### src/hw/rtl/mefb_pkg.sv
package mefb_pkg;

    // default geometry of the encoder and of the angle accumulator
    localparam int ENC_COUNTS_DEF  = 8192;
    localparam int ANGLE_BITS_DEF  = 40;

    // register reset values
    localparam logic [14:0] CUR_LIMIT_RST   = 15'd30000;
    localparam logic [15:0] TIMEOUT_MS_RST  = 16'd500;

    // only frames of this length code are taken
    localparam logic [3:0] FRAME_LEN_OK = 4'd8;

    // register map, word index taken from paddr[2]
    localparam int          PADDR_W         = 3;
    localparam logic [0:0]  REG_CUR_LIMIT   = 1'b0;
    localparam logic [0:0]  REG_TIMEOUT_MS  = 1'b1;

    // fixed field widths
    localparam int ANGLE_OUT_W = 40;
    localparam int SPEED_W     = 19;
    localparam int POS_W       = 13;

    // input transfer layout
    localparam int S_TDATA_W = 136;
    localparam int S_TUSER_W = 2;
    localparam int S_LEN_LSB = 0;
    localparam int S_ENC_LSB = 4;
    localparam int S_SPD_LSB = 20;
    localparam int S_CUR_LSB = 36;
    localparam int S_FTM_LSB = 52;
    localparam int S_NOW_LSB = 84;
    localparam int S_REQ_LSB = 116;

    // result transfer layout
    localparam int M_TDATA_W  = 112;
    localparam int M_TUSER_W  = 1;
    localparam int M_ANG_LSB  = 0;
    localparam int M_SPD_LSB  = 40;
    localparam int M_CUR_LSB  = 59;
    localparam int M_POS_LSB  = 75;
    localparam int M_SEEN_BIT = 88;
    localparam int M_ONL_BIT  = 89;
    localparam int M_TGT_LSB  = 90;
    localparam int M_PAD_LSB  = 106;

endpackage

### src/hw/rtl/multiturn_encoder_feedback_tracker_top.sv
// a result passes the input register and then the result register before it is offered
// throughput: one item per cycle, sustained while the result side keeps m_tready high
// the state update and the result are formed in a single pass from the input register
// reset (aresetn low, synchronous): registers return to current limit 30000, timeout_ms 500,
// all tracking state clears to zero and both channels empty
module multiturn_encoder_feedback_tracker_top #(
    parameter int ENC_COUNTS = mefb_pkg::ENC_COUNTS_DEF,
    parameter int ANGLE_BITS = mefb_pkg::ANGLE_BITS_DEF
) (
    input  logic                             aclk,
    input  logic                             aresetn,

    // input channel
    input  logic                             s_tvalid,
    output logic                             s_tready,
    // frame_length[3:0], enc_field[19:4], speed_rpm[35:20], motor_current[51:36],
    // frame_time_ms[83:52], now_ms[115:84], requested_current[131:116], zero[135:132]
    input  logic [mefb_pkg::S_TDATA_W-1:0]   s_tdata,
    // frame_present[0], write_target[1]
    input  logic [mefb_pkg::S_TUSER_W-1:0]   s_tuser,

    // result channel
    output logic                             m_tvalid,
    input  logic                             m_tready,
    // angle_counts[39:0], speed_deg[58:40], current_out[74:59], encoder_position[87:75],
    // feedback_seen[88], online[89], drive_tgt[105:90], zero[111:106]
    output logic [mefb_pkg::M_TDATA_W-1:0]   m_tdata,
    // frame_accepted[0]
    output logic [mefb_pkg::M_TUSER_W-1:0]   m_tuser,

    // configuration port
    input  logic                             psel,
    input  logic                             penable,
    input  logic                             pwrite,
    input  logic [mefb_pkg::PADDR_W-1:0]     paddr,
    input  logic [31:0]                      pwdata,
    output logic [31:0]                      prdata,
    output logic                             pready
);

    localparam int ENC_W = $clog2(ENC_COUNTS);

    // ---------------------------------------------------------------
    // configuration registers
    // ---------------------------------------------------------------
    logic [14:0] cur_limit_reg;
    logic [15:0] timeout_ms_reg;
    logic        cfg_wr;

    assign pready = 1'b1;
    assign cfg_wr = psel && penable && pwrite && pready;

    always_ff @(posedge aclk) begin
        if (!aresetn) begin
            cur_limit_reg  <= mefb_pkg::CUR_LIMIT_RST;
            timeout_ms_reg <= mefb_pkg::TIMEOUT_MS_RST;
        end else if (cfg_wr) begin
            unique case (paddr[2])
                mefb_pkg::REG_CUR_LIMIT:  cur_limit_reg  <= pwdata[14:0];
                mefb_pkg::REG_TIMEOUT_MS: timeout_ms_reg <= pwdata[15:0];
                default: ;
            endcase
        end
    end

    // read back, low address bits ignored
    always_comb begin
        unique case (paddr[2])
            mefb_pkg::REG_CUR_LIMIT:  prdata = {17'b0, cur_limit_reg};
            mefb_pkg::REG_TIMEOUT_MS: prdata = {16'b0, timeout_ms_reg};
            default:                  prdata = 32'b0;
        endcase
    end

    // ---------------------------------------------------------------
    // handshake: input register feeds the result register directly,
    // the input side takes a transfer when it holds no item or the item it holds moves on
    // ---------------------------------------------------------------
    logic                           in_valid_reg;
    logic [mefb_pkg::S_TDATA_W-1:0] in_tdata_reg;
    logic [mefb_pkg::S_TUSER_W-1:0] in_tuser_reg;
    logic                           out_valid_reg;
    logic [mefb_pkg::M_TDATA_W-1:0] out_tdata_reg;
    logic [mefb_pkg::M_TUSER_W-1:0] out_tuser_reg;
    logic                           advance;
    logic                           s_take;

    assign advance  = in_valid_reg && (!out_valid_reg || m_tready);
    assign s_tready = !in_valid_reg || advance;
    assign s_take   = s_tvalid && s_tready;

    always_ff @(posedge aclk) begin
        if (!aresetn) begin
            in_valid_reg <= 1'b0;
        end else if (s_tready) begin
            in_valid_reg <= s_tvalid;
        end
    end

    always_ff @(posedge aclk) begin
        if (s_take) begin
            in_tdata_reg <= s_tdata;
            in_tuser_reg <= s_tuser;
        end
    end

    // unpack the held item
    logic                frame_present;
    logic                write_target;
    logic [3:0]          frame_length;
    logic [15:0]         enc_field;
    logic signed [15:0]  speed_rpm;
    logic signed [15:0]  motor_current;
    logic [31:0]         frame_time_ms;
    logic [31:0]         now_ms;
    logic signed [15:0]  requested_current;

    assign frame_present     = in_tuser_reg[0];
    assign write_target      = in_tuser_reg[1];
    assign frame_length      = in_tdata_reg[mefb_pkg::S_LEN_LSB +: 4];
    assign enc_field         = in_tdata_reg[mefb_pkg::S_ENC_LSB +: 16];
    assign speed_rpm         = signed'(in_tdata_reg[mefb_pkg::S_SPD_LSB +: 16]);
    assign motor_current     = signed'(in_tdata_reg[mefb_pkg::S_CUR_LSB +: 16]);
    assign frame_time_ms     = in_tdata_reg[mefb_pkg::S_FTM_LSB +: 32];
    assign now_ms            = in_tdata_reg[mefb_pkg::S_NOW_LSB +: 32];
    assign requested_current = signed'(in_tdata_reg[mefb_pkg::S_REQ_LSB +: 16]);

    // ---------------------------------------------------------------
    // tracking state, updated as each item moves into the result register
    // ---------------------------------------------------------------
    logic [ENC_W-1:0]                     last_enc_reg,  last_enc_next;
    logic signed [ANGLE_BITS-1:0]         angle_reg,     angle_next;
    logic signed [mefb_pkg::SPEED_W-1:0]  speed_reg,     speed_next;
    logic signed [15:0]                   current_reg,   current_next;
    logic [31:0]                          last_time_reg, last_time_next;
    logic                                 seen_reg,      seen_next;
    logic signed [15:0]                   target_reg,    target_next;
    logic                                 accepted;
    logic                                 online;

    mefb_update #(
        .ENC_COUNTS (ENC_COUNTS),
        .ANGLE_BITS (ANGLE_BITS)
    ) u_update (
        .frame_present     (frame_present),
        .frame_length      (frame_length),
        .enc_field         (enc_field),
        .speed_rpm         (speed_rpm),
        .motor_current     (motor_current),
        .frame_time_ms     (frame_time_ms),
        .now_ms            (now_ms),
        .write_target      (write_target),
        .requested_current (requested_current),
        .cur_limit         (cur_limit_reg),
        .timeout_ms        (timeout_ms_reg),
        .last_enc          (last_enc_reg),
        .angle             (angle_reg),
        .speed             (speed_reg),
        .current           (current_reg),
        .last_time         (last_time_reg),
        .seen              (seen_reg),
        .target            (target_reg),
        .accepted          (accepted),
        .online            (online),
        .last_enc_next     (last_enc_next),
        .angle_next        (angle_next),
        .speed_next        (speed_next),
        .current_next      (current_next),
        .last_time_next    (last_time_next),
        .seen_next         (seen_next),
        .target_next       (target_next)
    );

    always_ff @(posedge aclk) begin
        if (!aresetn) begin
            last_enc_reg  <= '0;
            angle_reg     <= '0;
            speed_reg     <= '0;
            current_reg   <= '0;
            last_time_reg <= '0;
            seen_reg      <= 1'b0;
            target_reg    <= '0;
        end else if (advance) begin
            last_enc_reg  <= last_enc_next;
            angle_reg     <= angle_next;
            speed_reg     <= speed_next;
            current_reg   <= current_next;
            last_time_reg <= last_time_next;
            seen_reg      <= seen_next;
            target_reg    <= target_next;
        end
    end

    // ---------------------------------------------------------------
    // result register
    // ---------------------------------------------------------------
    logic signed [63:0] angle_wide;
    logic [16:0]        enc_wide;
    logic [mefb_pkg::M_TDATA_W-1:0] res_tdata;

    // angle is reported sign-extended or truncated to the 40-bit field
    assign angle_wide = 64'(angle_next);
    assign enc_wide   = 17'(last_enc_next);

    always_comb begin
        res_tdata = '0;
        res_tdata[mefb_pkg::M_ANG_LSB +: mefb_pkg::ANGLE_OUT_W] =
            angle_wide[mefb_pkg::ANGLE_OUT_W-1:0];
        res_tdata[mefb_pkg::M_SPD_LSB +: mefb_pkg::SPEED_W] = speed_next;
        res_tdata[mefb_pkg::M_CUR_LSB +: 16]                = current_next;
        res_tdata[mefb_pkg::M_POS_LSB +: mefb_pkg::POS_W]   = enc_wide[mefb_pkg::POS_W-1:0];
        res_tdata[mefb_pkg::M_SEEN_BIT]                     = seen_next;
        res_tdata[mefb_pkg::M_ONL_BIT]                      = online;
        res_tdata[mefb_pkg::M_TGT_LSB +: 16]                = target_next;
    end

    always_ff @(posedge aclk) begin
        if (!aresetn) begin
            out_valid_reg <= 1'b0;
        end else if (advance) begin
            out_valid_reg <= 1'b1;
        end else if (m_tready) begin
            out_valid_reg <= 1'b0;
        end
    end

    always_ff @(posedge aclk) begin
        if (advance) begin
            out_tdata_reg <= res_tdata;
            out_tuser_reg <= accepted;
        end
    end

    assign m_tvalid = out_valid_reg;
    assign m_tdata  = out_tdata_reg;
    assign m_tuser  = out_tuser_reg;

endmodule

### src/hw/rtl/mefb_update.sv
module mefb_update #(
    parameter int ENC_COUNTS = mefb_pkg::ENC_COUNTS_DEF,
    parameter int ANGLE_BITS = mefb_pkg::ANGLE_BITS_DEF,
    localparam int ENC_W     = $clog2(ENC_COUNTS)
) (
    // item fields
    input  logic                         frame_present,
    input  logic [3:0]                   frame_length,
    input  logic [15:0]                  enc_field,
    input  logic signed [15:0]           speed_rpm,
    input  logic signed [15:0]           motor_current,
    input  logic [31:0]                  frame_time_ms,
    input  logic [31:0]                  now_ms,
    input  logic                         write_target,
    input  logic signed [15:0]           requested_current,
    // registers
    input  logic [14:0]                  cur_limit,
    input  logic [15:0]                  timeout_ms,
    // present state
    input  logic [ENC_W-1:0]             last_enc,
    input  logic signed [ANGLE_BITS-1:0] angle,
    input  logic signed [mefb_pkg::SPEED_W-1:0] speed,
    input  logic signed [15:0]           current,
    input  logic [31:0]                  last_time,
    input  logic                         seen,
    input  logic signed [15:0]           target,
    // next state and per-item flags
    output logic                         accepted,
    output logic                         online,
    output logic [ENC_W-1:0]             last_enc_next,
    output logic signed [ANGLE_BITS-1:0] angle_next,
    output logic signed [mefb_pkg::SPEED_W-1:0] speed_next,
    output logic signed [15:0]           current_next,
    output logic [31:0]                  last_time_next,
    output logic                         seen_next,
    output logic signed [15:0]           target_next
);

    localparam logic signed [17:0] HALF_S   = 18'(ENC_COUNTS / 2);
    localparam logic signed [17:0] COUNTS_S = 18'(ENC_COUNTS);
    localparam logic signed [ANGLE_BITS-1:0] ANG_MAX = {1'b0, {(ANGLE_BITS-1){1'b1}}};
    localparam logic signed [ANGLE_BITS-1:0] ANG_MIN = {1'b1, {(ANGLE_BITS-1){1'b0}}};

    logic signed [17:0]           diff;
    logic signed [17:0]           delta;
    logic signed [ANGLE_BITS:0]   sum;
    logic signed [ANGLE_BITS-1:0] angle_step;
    logic signed [18:0]           spd_ext;
    logic signed [15:0]           lim;
    logic [31:0]                  age;

    assign accepted = frame_present && (frame_length == mefb_pkg::FRAME_LEN_OK)
                      && ({1'b0, enc_field} < 17'(ENC_COUNTS));

    // shortest way round the single turn
    assign diff = signed'({2'b00, enc_field}) - signed'(18'(last_enc));

    always_comb begin
        if (diff > HALF_S) begin
            delta = diff - COUNTS_S;
        end else if (diff < -HALF_S) begin
            delta = diff + COUNTS_S;
        end else begin
            delta = diff;
        end
    end

    // saturating accumulate, overflow shows as disagreeing top bits
    assign sum = (ANGLE_BITS+1)'(angle) + (ANGLE_BITS+1)'(delta);

    always_comb begin
        if (sum[ANGLE_BITS] != sum[ANGLE_BITS-1]) begin
            angle_step = sum[ANGLE_BITS] ? ANG_MIN : ANG_MAX;
        end else begin
            angle_step = sum[ANGLE_BITS-1:0];
        end
    end

    assign spd_ext = 19'(speed_rpm);

    always_comb begin
        last_enc_next  = last_enc;
        angle_next     = angle;
        speed_next     = speed;
        current_next   = current;
        last_time_next = last_time;
        seen_next      = seen;
        if (accepted) begin
            last_enc_next  = enc_field[ENC_W-1:0];
            angle_next     = seen ? angle_step : signed'(ANGLE_BITS'({1'b0, enc_field}));
            speed_next     = (spd_ext <<< 2) + (spd_ext <<< 1);
            current_next   = motor_current;
            last_time_next = frame_time_ms;
            seen_next      = 1'b1;
        end
    end

    // drive target clamp
    assign lim = signed'({1'b0, cur_limit});

    always_comb begin
        target_next = target;
        if (write_target) begin
            if (requested_current > lim) begin
                target_next = lim;
            end else if (requested_current < -lim) begin
                target_next = -lim;
            end else begin
                target_next = requested_current;
            end
        end
    end

    // age wraps modulo 2^32
    assign age    = now_ms - last_time_next;
    assign online = seen_next && (age < {16'b0, timeout_ms});

endmodule

### config.mk
export PLATFORM = sky130hd
export DESIGN_NAME = multiturn_encoder_feedback_tracker_top
export DESIGN_NICKNAME = d
export VERILOG_FILES = /design/src/hw/rtl/mefb_pkg.sv /design/src/hw/rtl/multiturn_encoder_feedback_tracker_top.sv /design/src/hw/rtl/mefb_update.sv
export SDC_FILE = /design/constraint.sdc
export NUM_CORES = 1
export LEC_CHECK = 0
export ABC_AREA = 1
export ABC_CLOCK_PERIOD_IN_PS = 9400
export BUFFER_PORTS_ARGS = -buffer_cell sky130_fd_sc_hd__buf_4
export CAP_MARGIN = 20
export CORE_ASPECT_RATIO = 0.7
export CORE_UTILIZATION = 35
export CTS_CLUSTER_SIZE = 8
export DETAILED_ROUTE_END_ITERATION = 10
export HOLD_SLACK_MARGIN = 0.08
export PLACE_DENSITY = 0.63
export SYNTH_ARGS = -nofsm -noshare
export SYNTH_HDL_FRONTEND = slang
export SYNTH_SLANG_ARGS = --single-unit
### constraint.sdc
create_clock -name aclk -period 9.4 [get_ports aclk]
set_clock_uncertainty 0.15 [all_clocks]
set_input_delay 0.94 -clock aclk [delete_from_list [all_inputs] [get_ports aclk]]
set_output_delay 0.94 -clock aclk [all_outputs]
set_load 0.03 [all_outputs]
Yosys cells after proc, flatten, opt, wreduce, memory -nomap -nowiden
Cells that the tools add are included.
- bits in registers: 411
- latch bits: 0
- memory bits (writable): 0
- ROM bits: 0
- input port bits: 180
- word-level logic and storage cells: 62
- memories: 0
- add/sub/neg operators: 7
- multiply operators: 0
- divide/modulo/power cells: 0
- $lt $le $gt $ge: 6
- equal/unequal tests: 2
- shift operators: 0
- mux-type cells: 17
- bitwise operators: 1
- reductions and logical operators: 14
- operators by type and width (cell ; count):
    40-bit 2-to-1 mux ; 4
    16-bit 2-to-1 mux ; 4
    32-bit one-hot mux with 2 select lines ; 1
    40-bit by 18-bit adder with 41-bit output ; 1
    18-bit 2-to-1 mux ; 2
    32-bit by 16-bit < comparator with 1-bit output ; 1
    32-bit 2-to-1 mux ; 1
    32-bit subtractor ; 1
    18-bit by 17-bit adder with 19-bit output ; 1
    19-bit 2-to-1 mux ; 1
    18-bit by 15-bit adder with 18-bit output, second input constant ; 1
    18-bit by 14-bit > comparator with 1-bit output, second input constant ; 1
    18-bit by 13-bit < comparator with 1-bit output, second input constant ; 1
    18-bit by 15-bit subtractor with 18-bit output, second input constant ; 1
    16-bit by 13-bit subtractor with 17-bit output ; 1
    16-bit > comparator ; 1
    16-bit by 14-bit < comparator with 1-bit output, second input constant ; 1
    16-bit < comparator ; 1
    15-bit negator with 16-bit output ; 1
    13-bit 2-to-1 mux ; 1
    1-bit logical AND ; 7
    4-bit == test, second input constant ; 1
    2-bit AND reduction ; 2
    1-bit 2-to-1 mux ; 3
    5 further kinds ; 7

Depth between registers and ports, before layout
Gate-level depths: netlist (run 1).
- depth after elaboration: 9
- depth in mapped cells: 37
- depth with buffers taken out: 36

Hierarchy
From an unflattened synthesis (run 1), not the netlist that was laid out.
- cell total of the unflattened synthesis: 3173
- area, all modules: 24353.4 sq um
- by module, submodules not included (module ; times used ; cells an instance ; area each (sq um)):
    multiturn_encoder_feedback_tracker_top ; 1 ; 1094 ; 13696.9
    mefb_update ; 1 ; 2079 ; 10656.5

Least setup slack after synthesis (run 1)
OpenSTA, ideal clock, no wires.
- path type: reg2reg
- start: reg in_tdata_reg[6] in the netlist's numbering
- end: reg out_tdata_reg, in the netlist m_tdata[16], data pin
- library setup time: 0.256 ns
- data arrival time: 6.046 ns
- path slack: 2.947 ns
- stages on the path, launching flop included: 31
- period minus slack after synthesis: 6.453 ns
- cells stage by stage: edfxtp_1 ha_1 nand2_1 o21ai_1 nand4_1 nand2_1 nand3_1 nand2_1 a21oi_1 or2_1 nand2_1 xor2_1 inv_1 ha_1 inv_1 nor3_1 o21ai_0 ha_1 a21oi_1 o21ai_0 a21oi_1 nor2_1 a211oi_1 nand2_1 nand2_1 nand2_2 nand2_2 buf_6 buf_6 nand3_1 a22o_1
- longest elaborated chain between the ends: 9
- ends and longest elaborated chain (what ; RTL line ; text):
    from (decl) ; multiturn_encoder_feedback_tracker_top.sv:80 ; logic [mefb_pkg::S_TDATA_W-1:0] in_tdata_reg;
    from (signal assigned) ; multiturn_encoder_feedback_tracker_top.sv:102 ; in_tdata_reg <= s_tdata;
    16-bit by 13-bit subtractor with 17-bit output ; mefb_update.sv:56 ; assign diff = signed'({2'b00, enc_field}) - signed'(18'(last_enc));
    18-bit by 15-bit adder with 18-bit output or 18-bit by 13-bit < comparator with 1-bit output (tied branches) ; mefb_update.sv:62, mefb_update.sv:61 ;
    18-bit 2-to-1 mux ; mefb_update.sv:61 ; end else if (diff < -HALF_S) begin
    18-bit 2-to-1 mux ; mefb_update.sv:59 ; if (diff > HALF_S) begin
    40-bit by 18-bit adder with 41-bit output ; mefb_update.sv:69 ; assign sum = (ANGLE_BITS+1)'(angle) + (ANGLE_BITS+1)'(delta);
    40-bit 2-to-1 mux or 1-bit != test (tied branches) ; mefb_update.sv:73, mefb_update.sv:72 ;
    40-bit 2-to-1 mux ; mefb_update.sv:72 ; if (sum[ANGLE_BITS] != sum[ANGLE_BITS-1]) begin
    40-bit 2-to-1 mux ; mefb_update.sv:90 ; angle_next = seen ? angle_step : signed'(ANGLE_BITS'({1'b0, enc_field}));
    40-bit 2-to-1 mux (*) ; mefb_update.sv:88 ; if (accepted) begin
    net angle_next[16] ; multiturn_encoder_feedback_tracker_top.sv:132 ; logic signed [ANGLE_BITS-1:0] angle_reg, angle_next;
    to (signal assigned) ; multiturn_encoder_feedback_tracker_top.sv:229 ; out_tdata_reg <= res_tdata;
    to (decl) ; multiturn_encoder_feedback_tracker_top.sv:83 ; logic [mefb_pkg::M_TDATA_W-1:0] out_tdata_reg;
The timed path passes the listed nets; every way through them passes the cells marked *.
A chain may end at the register's enable or synchronous reset.

Final worst setup path (run 1)
- start: reg in_tdata_reg[6] in the netlist's numbering
- end: reg angle_reg[15]
- longest elaborated chain between the ends: 9
- ends and longest elaborated chain (what ; RTL line ; text):
    16-bit by 13-bit subtractor with 17-bit output ; mefb_update.sv:56 ;
    18-bit by 15-bit adder with 18-bit output or 18-bit by 13-bit < comparator with 1-bit output (tied branches) ; mefb_update.sv:62, mefb_update.sv:61 ;
    18-bit 2-to-1 mux ; mefb_update.sv:61 ;
    18-bit 2-to-1 mux ; mefb_update.sv:59 ;
    40-bit by 18-bit adder with 41-bit output ; mefb_update.sv:69 ;
    40-bit 2-to-1 mux or 1-bit != test (tied branches) ; mefb_update.sv:73, mefb_update.sv:72 ;
    40-bit 2-to-1 mux ; mefb_update.sv:72 ;
    40-bit 2-to-1 mux ; mefb_update.sv:90 ;
    40-bit 2-to-1 mux (*) ; mefb_update.sv:88 ;
    to (signal assigned) ; multiturn_encoder_feedback_tracker_top.sv:185 ; angle_reg <= angle_next;
    to (decl) ; multiturn_encoder_feedback_tracker_top.sv:132 ;
Every way passes the cells marked *; elsewhere a longest branch is shown, timed or not.

==> metrics.txt, run 1 <==
synthesized flop and latch total=roughly 410; PostCTS Resize Cnt=0; setup TNS=0 ps; NumNets Final=3131; fin crit share=70.0%; 1st-pass router iterations=5; Final Setup Violations=0; Final Power=0.00455 W; post-synthesis cell count=2540; Setup WS post-layout=2820 ps; most used cell, CP=nand2_1; Synth Warn #=0; crit path DAT=6950 ps; Worst-path clk slew=50 ps; P_leak=11.6 nW; commonest non-fill, non-tap cell in the layout=nand2_1; Clock Path Buffers=3; per-cell routed wire length=16.7 um; CTS tree=yes; Die Y=214 um; root buf cell=clkbuf_16; Async S/R FF share, synth=0%; Max stage delay cell, worst path=nand2_2; via count=18100; most frequent cells in the layout=nand2_1 (437), buf_4 (294), a21oi_1 (253); Layout area overhead=19.9%; vias in the first global route=16700; CP Max Fanout=39; RSZ-0062 raised after global routing=no; max FFs per register=132; Post-CTS Hold Buffers=0; clk_lat worst skew=about 630 ps; Layout Utilization=42.5%; VDD IR max=about 140 uV; Place WS=2970 ps; initial antenna violation count=3; Max Clk Rate=0.152 GHz; DR vias/cell=just under 5; Starting Density=between 30% and 40%; Worst Tran Pin Value=around 1100 ps; WP data required=9770 ps; share of cells above drive strength 1=14.2%; final slew viol count=0; Worst Hold Class=reg -> reg; placed cell count=roughly 3600; # DRC=0; crit path kind=reg -> reg; Ports=328; post-DP HPWL=around 44 mm; Post-CTS Setup Bufs=0; Avg Cell Area, Syn=approximately 9 um^2; fin cells=roughly 3700; number of synthesized flops with an enable pin=241; Worst setup SP type=flip-flop; Relative slew margins=28.0%; max incr delay on CP=670 ps; Cell Area, Synth=22400 um^2; row cnt=77; register area share after synthesis=47.5%; Max Cap Viol=0; die width=between 300 and 400 um; total track usage=18.6%; Synth Flop Type=edfxtp_1; Max H-tree Level=2; gpl congestion=0.954; outcome=complete, no violations; CTS buffer count=57; WL final=slightly above 60 mm; Clock Sinks=411; first-pass GRT wire length=94.8 mm; crit path time final=~6600 ps; GRT overflow=0; Fin. Hold Viols=0; largest net degree at the start of global routing=between 80 and 90; Iter 0 DRT Violations=1311; CP Capture Type=flip-flop; port bufs=282; Layout fillers=between 6000 and 7000; Core Region=63200 um^2; die area=65000 um^2; pwr dens=around 170 nW/um^2; remaining antenna violation count=0; Synth cell types=54
## path summary, 6_finish.rpt
| kind | from | end | slack, ps | depth (start not counted) |
|---|---|---|---|---|
| hold / removal | speed_reg[0] | speed_reg[0] | 300 | 2 |
| hold reg to reg | speed_reg[0] | speed_reg[0] | 300 | 2 |
| setup reg to reg | in_tdata_reg[6] | angle_reg[15] | 2820 | 31 |
| setup / recovery | in_tdata_reg[6] | angle_reg[15] | 2820 | 31 |
## layer usage
layer  vias up  GRT usage (%)  part of all wire, %
met5         -              0                0.044
li1       9230              -                    -
met4         4           4.70                  1.7
met3        72           5.56                  8.0
met1      8279           27.6                   51
met2       509           25.9                   39
## per-stage QoR
step,cell area (um^2),hold slack (ps)
after floorplan,22500,275
after global placement,25200,301
after detailed placement,25200,296
after CTS,26800,274
after global routing,26800,293
final,26800,298
## power breakdown
part	internal, W	switching (W)	total [W]	leakage [nW]
Sequential	0.00198	0.0000369	0.00202	3.73
Combinational	0.000215	0.000379	0.000594	7.04
Clock	0.00115	0.000793	0.00194	0.785
Total	0.00334	0.00121	0.00455	11.6
## worst max-delay path: cells and delay by family (launching register included)
kind	cells	cell delay, ps
simple gates	16	2470
compound gates	8	1710
fa+ha+maj	3	920
buf+inv	3	510
flops	1	410
xor+xnor	1	280
## synth_stat cells, types with 5 or more instances
cell | count | area (um^2)
o21bai_1 | 5 | 37.5
nand2_1 | 438 | 1640
nand3_1 | 110 | 551
nor3_1 | 20 | 100
clkbuf_1 | 73 | 274
nand2_2 | 12 | 75.1
nand3_2 | 13 | 130
o21a_1 | 9 | 67.6
dfxtp_1 | 170 | 3400
buf_2 | 7 | 35.0
edfxtp_1 | 241 | 7240
o211ai_1 | 33 | 248
inv_1 | 248 | 931
a31oi_1 | 6 | 37.5
xnor2_1 | 31 | 272
a21oi_1 | 253 | 1270
a22o_1 | 35 | 307
buf_1 | 7 | 26.3
mux2i_1 | 31 | 310
nor2_1 | 210 | 788
a21o_1 | 11 | 82.6
nor4_1 | 7 | 43.8
xor2_1 | 55 | 482
ha_1 | 150 | 1880
o21ai_0 | 252 | 1260
buf_4 | 27 | 203
a211oi_1 | 9 | 67.6
nand4_1 | 24 | 150
## logic make-up after synthesis
group           share of synthesized area [%]
other cells                            0.0335
compound gates                           15.9
mux                                      1.39
flops                                    47.5
buf+inv                                  6.80
simple gates                             16.2
fa+ha+maj                                8.74
xor+xnor                                 3.36
## cell type report
class,count,area (um^2),area share [%]
Antenna cell,1,2.50,0.00933
Timing Repair Buffer,295,2230,8.30
Tap cell,829,1040,3.87
Multi-Input combinational cell,1782,10300,38.5
Inverter,250,951,3.54
Clock buffer,105,1620,6.02
Clock inverter,2,40.0,0.149
Sequential cell,411,10600,39.7
Note: power is estimated with default switching activity, not from simulation.
==> run 2: changes to the inputs <==
--- a/config.mk
+++ b/config.mk
@@ -5,8 +5,8 @@
 export SDC_FILE = /design/constraint.sdc
 export NUM_CORES = 1
 export LEC_CHECK = 0
-export ABC_AREA = 1
-export ABC_CLOCK_PERIOD_IN_PS = 9400
+export ABC_AREA = 0
+export ABC_CLOCK_PERIOD_IN_PS = 6680
 export BUFFER_PORTS_ARGS = -buffer_cell sky130_fd_sc_hd__buf_4
 export CAP_MARGIN = 20
 export CORE_ASPECT_RATIO = 0.7
==> constraint.sdc (replaced) <==
create_clock -name aclk -period 6.68 [get_ports aclk]
set_clock_uncertainty 0.15 [all_clocks]
set_input_delay 0.668 -clock aclk [delete_from_list [all_inputs] [get_ports aclk]]
set_output_delay 0.668 -clock aclk [all_outputs]
set_load 0.03 [all_outputs]
==> run 2 against run 1 <==
Compared with the run above: worst setup slack worse by 2700 ps; core utilization increased by 4.9 points; design area grew 13%; area after synthesis is 1.8% higher; worst hold slack worse by 170 ps; combinational power increased by 48%; routed wire length up 13%; critical path depth decreased by 8; flip-flop and latch count unchanged; power is 43% higher; critical endpoint is now m_tdata[13]; largest cell class is now multi-input gates; highest routed layer unchanged.
==> metrics.txt, run 2 <==
WL final=69.5 mm (was 61.5 mm); final slew viol count=0 (unchanged); Layout area overhead=32.5% (was 19.9%); post-DP HPWL=49.1 mm (was 43.7 mm); Max H-tree Level=2 (unchanged); Max Clk Rate=0.153 GHz (was 0.152 GHz); GRT overflow=0 (unchanged); crit path kind=reg -> reg (unchanged); crit path DAT=6790 ps (was 6950 ps); CTS buffer count=58 (was 57); Place WS=-165 ps (was 2970 ps); RSZ-0062 raised after global routing=yes (was no); Synth Flop Type=edfxtp_1 (unchanged); Final Setup Violations=0 (unchanged); commonest non-fill, non-tap cell in the layout=nand2_1 (unchanged); number of synthesized flops with an enable pin=241 (unchanged); register area share after synthesis=46.7% (was 47.5%); Cell Area, Placed=26800 um^2 (was 25200 um^2); port bufs=282 (unchanged); synthesized flop and latch total=411 (unchanged); root buf cell=clkbuf_16 (unchanged); Worst setup SP type=flip-flop (unchanged); die area=66100 um^2 (was 65000 um^2); outcome=complete, no violations (unchanged); WP data required=6920 ps (was 9770 ps); Worst-path clk slew=60 ps (was 50 ps); Clock Sinks=411 (unchanged); via count=20000 (was 18100); largest net degree at the start of global routing=79 (was 83); Worst Tran Pin Value=1020 ps (was 1080 ps); die width=307 um (was 304 um); crit-path cells=inv_1, ha_2, fa_2, inv_1, or4_1, or4_1, or4_4, o31ai_2, buf_4, nand2b_4, a22oi_2, buf_4, ha_4, nand2_1, or4_4, or3_4, o31a_1, and2_4, mux2i_1, buf_4, buf_4, a211o_1, a22o_1; most frequent cells in the layout=nand2_1 (454), buf_4 (452), edfxtp_1 (241) (was nand2_1 (437), buf_4 (294), a21oi_1 (253)); Avg Cell Area, Syn=9.37 um^2 (was 8.81 um^2); share of cells above drive strength 1=20.9% (was 14.2%); crit path time final=6550 ps (was 6580 ps); Layout Utilization=47.3% (was 42.5%); Die Y=215 um (was 214 um); Synth cell types=77 (was 54); Synth Warn #=0 (unchanged); Post-synth top cells=nand2_1 (457), edfxtp_1 (241), a21oi_1 (234), dfxtp_1 (170), o21ai_0 (170) (was nand2_1 (438), a21oi_1 (253), o21ai_0 (252), inv_1 (248), edfxtp_1 (241)); fin cells=3883 (was 3675); post-route cell area=30200 um^2 (was 26800 um^2); row cnt=77 (unchanged); Final Power=0.00650 W (was 0.00455 W); Worst Hold Class=in -> reg (was reg -> reg); first-pass GRT wire length=108 mm (was 94.8 mm); placed cell count=3631 (was 3567); max FFs per register=132 (unchanged); 1st-pass router iterations=7 (was 5); Iter 0 DRT Violations=1380 (was 1311); fin crit share=98.1% (was 70.0%); Layout fillers=5945 (was 6263); antenna cells=0 (was 1); CP Capture Type=flip-flop (unchanged); Max Cap Viol=0 (unchanged); pwr dens=215 nW/um^2 (was 170 nW/um^2); VDD IR max=186 uV (was 136 uV); CTS tree=yes (unchanged); Clock Path Buffers=3 (unchanged); Fin. Hold Viols=0 (unchanged); vias in the first global route=19500 (was 16700); Relative slew margins=31.6% (was 28.0%); cell accounting for the most synthesized area=edfxtp_1 (unchanged); # DRC=0 (unchanged); gpl congestion=0.898 (was 0.954); per-cell routed wire length=17.9 um (was 16.7 um); NumNets Final=3299 (was 3131); post-synthesis cell count=2431 (was 2540); total track usage=20.6% (was 18.6%); Core Region=63800 um^2 (was 63200 um^2); max incr delay on CP=590 ps (was 670 ps); most used cell, CP=buf_4 (was nand2_1); remaining antenna violation count=0 (unchanged); Starting Density=35.7% (was 35.4%); Cell Area, Synth=22800 um^2 (was 22400 um^2); Ports=328 (unchanged); area fraction of the dominant cell type after synthesis=31.8% (was 32.3%); DR vias/cell=5.16 (was 4.92); clk_lat worst skew=640 ps (was 630 ps); initial antenna violation count=3 (unchanged); most numerous cell in the Yosys netlist=nand2_1 (unchanged); P_leak=12.1 nW (was 11.6 nW); top cells by area, synth=edfxtp_1 (32%), dfxtp_1 (15%), ha_1 (8.2%) (was edfxtp_1 (32%), dfxtp_1 (15%), ha_1 (8.4%)); CP Max Fanout=8 (was 39); Max stage delay cell, worst path=or4_1 (was nand2_2); Async S/R FF share, synth=0% (unchanged); Setup WS post-layout=130 ps (was 2820 ps)
==> run 2: changes by cell type in the layout (fill, tap and decap cells not counted), moves of 23 or more <==
cell / delta
inv_1: -162
buf_4: +158
dlygate4sd3_1: +134
nor2_1: -93
o21ai_0: -90
nand3_1: -71
a21o_1: +34
xor2_1: -28
a21oi_1: -25
a22o_1: -24
nand2b_1: +24
and3_1: +23
==> run 2: layout make-up <==
cell class	count	area (um^2)	area share, %
multi-input combinational	1814	11600	38.3
sequential	411	10600	35.2
clock inverter	6	73.8	0.245
clock buffer	103	1630	5.40
inverter	85	325	1.08
timing repair buffer	595	4880	16.2
tap	869	1090	3.60
==> run 2: worst paths after layout <==
path | start | to | slack [ps] | cells past startpoint
max | in_tdata_reg[4] | m_tdata[13] | 130 | 23
min | s_tvalid | in_valid_reg | 130 | 3
max reg2reg | in_tdata_reg[4] | m_tdata[13] | 130 | 23
min reg2reg | last_enc_reg[11] | last_enc_reg[11] | 300 | 2
==> run 2: where the power goes <==
group | total [W] | switching [W] | internal (W)
logic | 0.000878 | 0.000486 | 0.000392
clock network | 0.00279 | 0.00115 | 0.00164
registers | 0.00283 | 0.0000537 | 0.00278
total | 0.00650 | 0.00169 | 0.00481
==> run 2: metrics by stage <==
step / TNS [ps] / hold WS (ps)
2_1_floorplan: 0 / 286
3_3_place_gp: -1270 / 290
3_5_place_dp: -3110 / 297
4_1_cts: -0.941 / 84.2
5_1_grt: -375 / 96.2
6_report: 0 / 130
==> run 2: kinds of logic after synthesis <==
kind of cell    Yosys count  synth area share, %
compound gates          680                 18.7
xor+xnor                 78                 3.09
fa+ha+maj               154                 8.59
buf+inv                 227                 4.16
flops                   411                 46.7
mux                      56                 2.56
other cells               2               0.0330
simple gates            823                 16.2
==> run 2: what timing repair did <==
action | CTS | global route
setup endpoints to repair | 54 | 80
hold buffers | 134 | 0
buffers inserted | 2 | 7
cloned | 0 | 0
gates resized for setup | 12 | 49
hold endpoints to repair | 134 | 0
pin swaps | 4 | 9
==> run 2: per-layer routing <==
metal  vias to the layer above  global-route usage [%]  wire length, um  share of wire (%)
li1                       9829                       -                -                  -
met1                      9497                    28.1            32100                 46
met2                       589                    33.0            31500                 45
met3                        97                    3.84             4220                6.1
met4                         6                    5.88             1610                2.3
met5                         -                       0               46              0.066
==> run 2: critical path, delay by kind of cell (launching register included) <==
kind / cells / cell delay, ps
and+or+nand+nor: 8 / 2780
DFF: 1 / 340
adders and majority gates: 3 / 1050
AOI/OAI and AO/OA: 5 / 1060
muxes: 1 / 120
buffers and inverters: 6 / 780
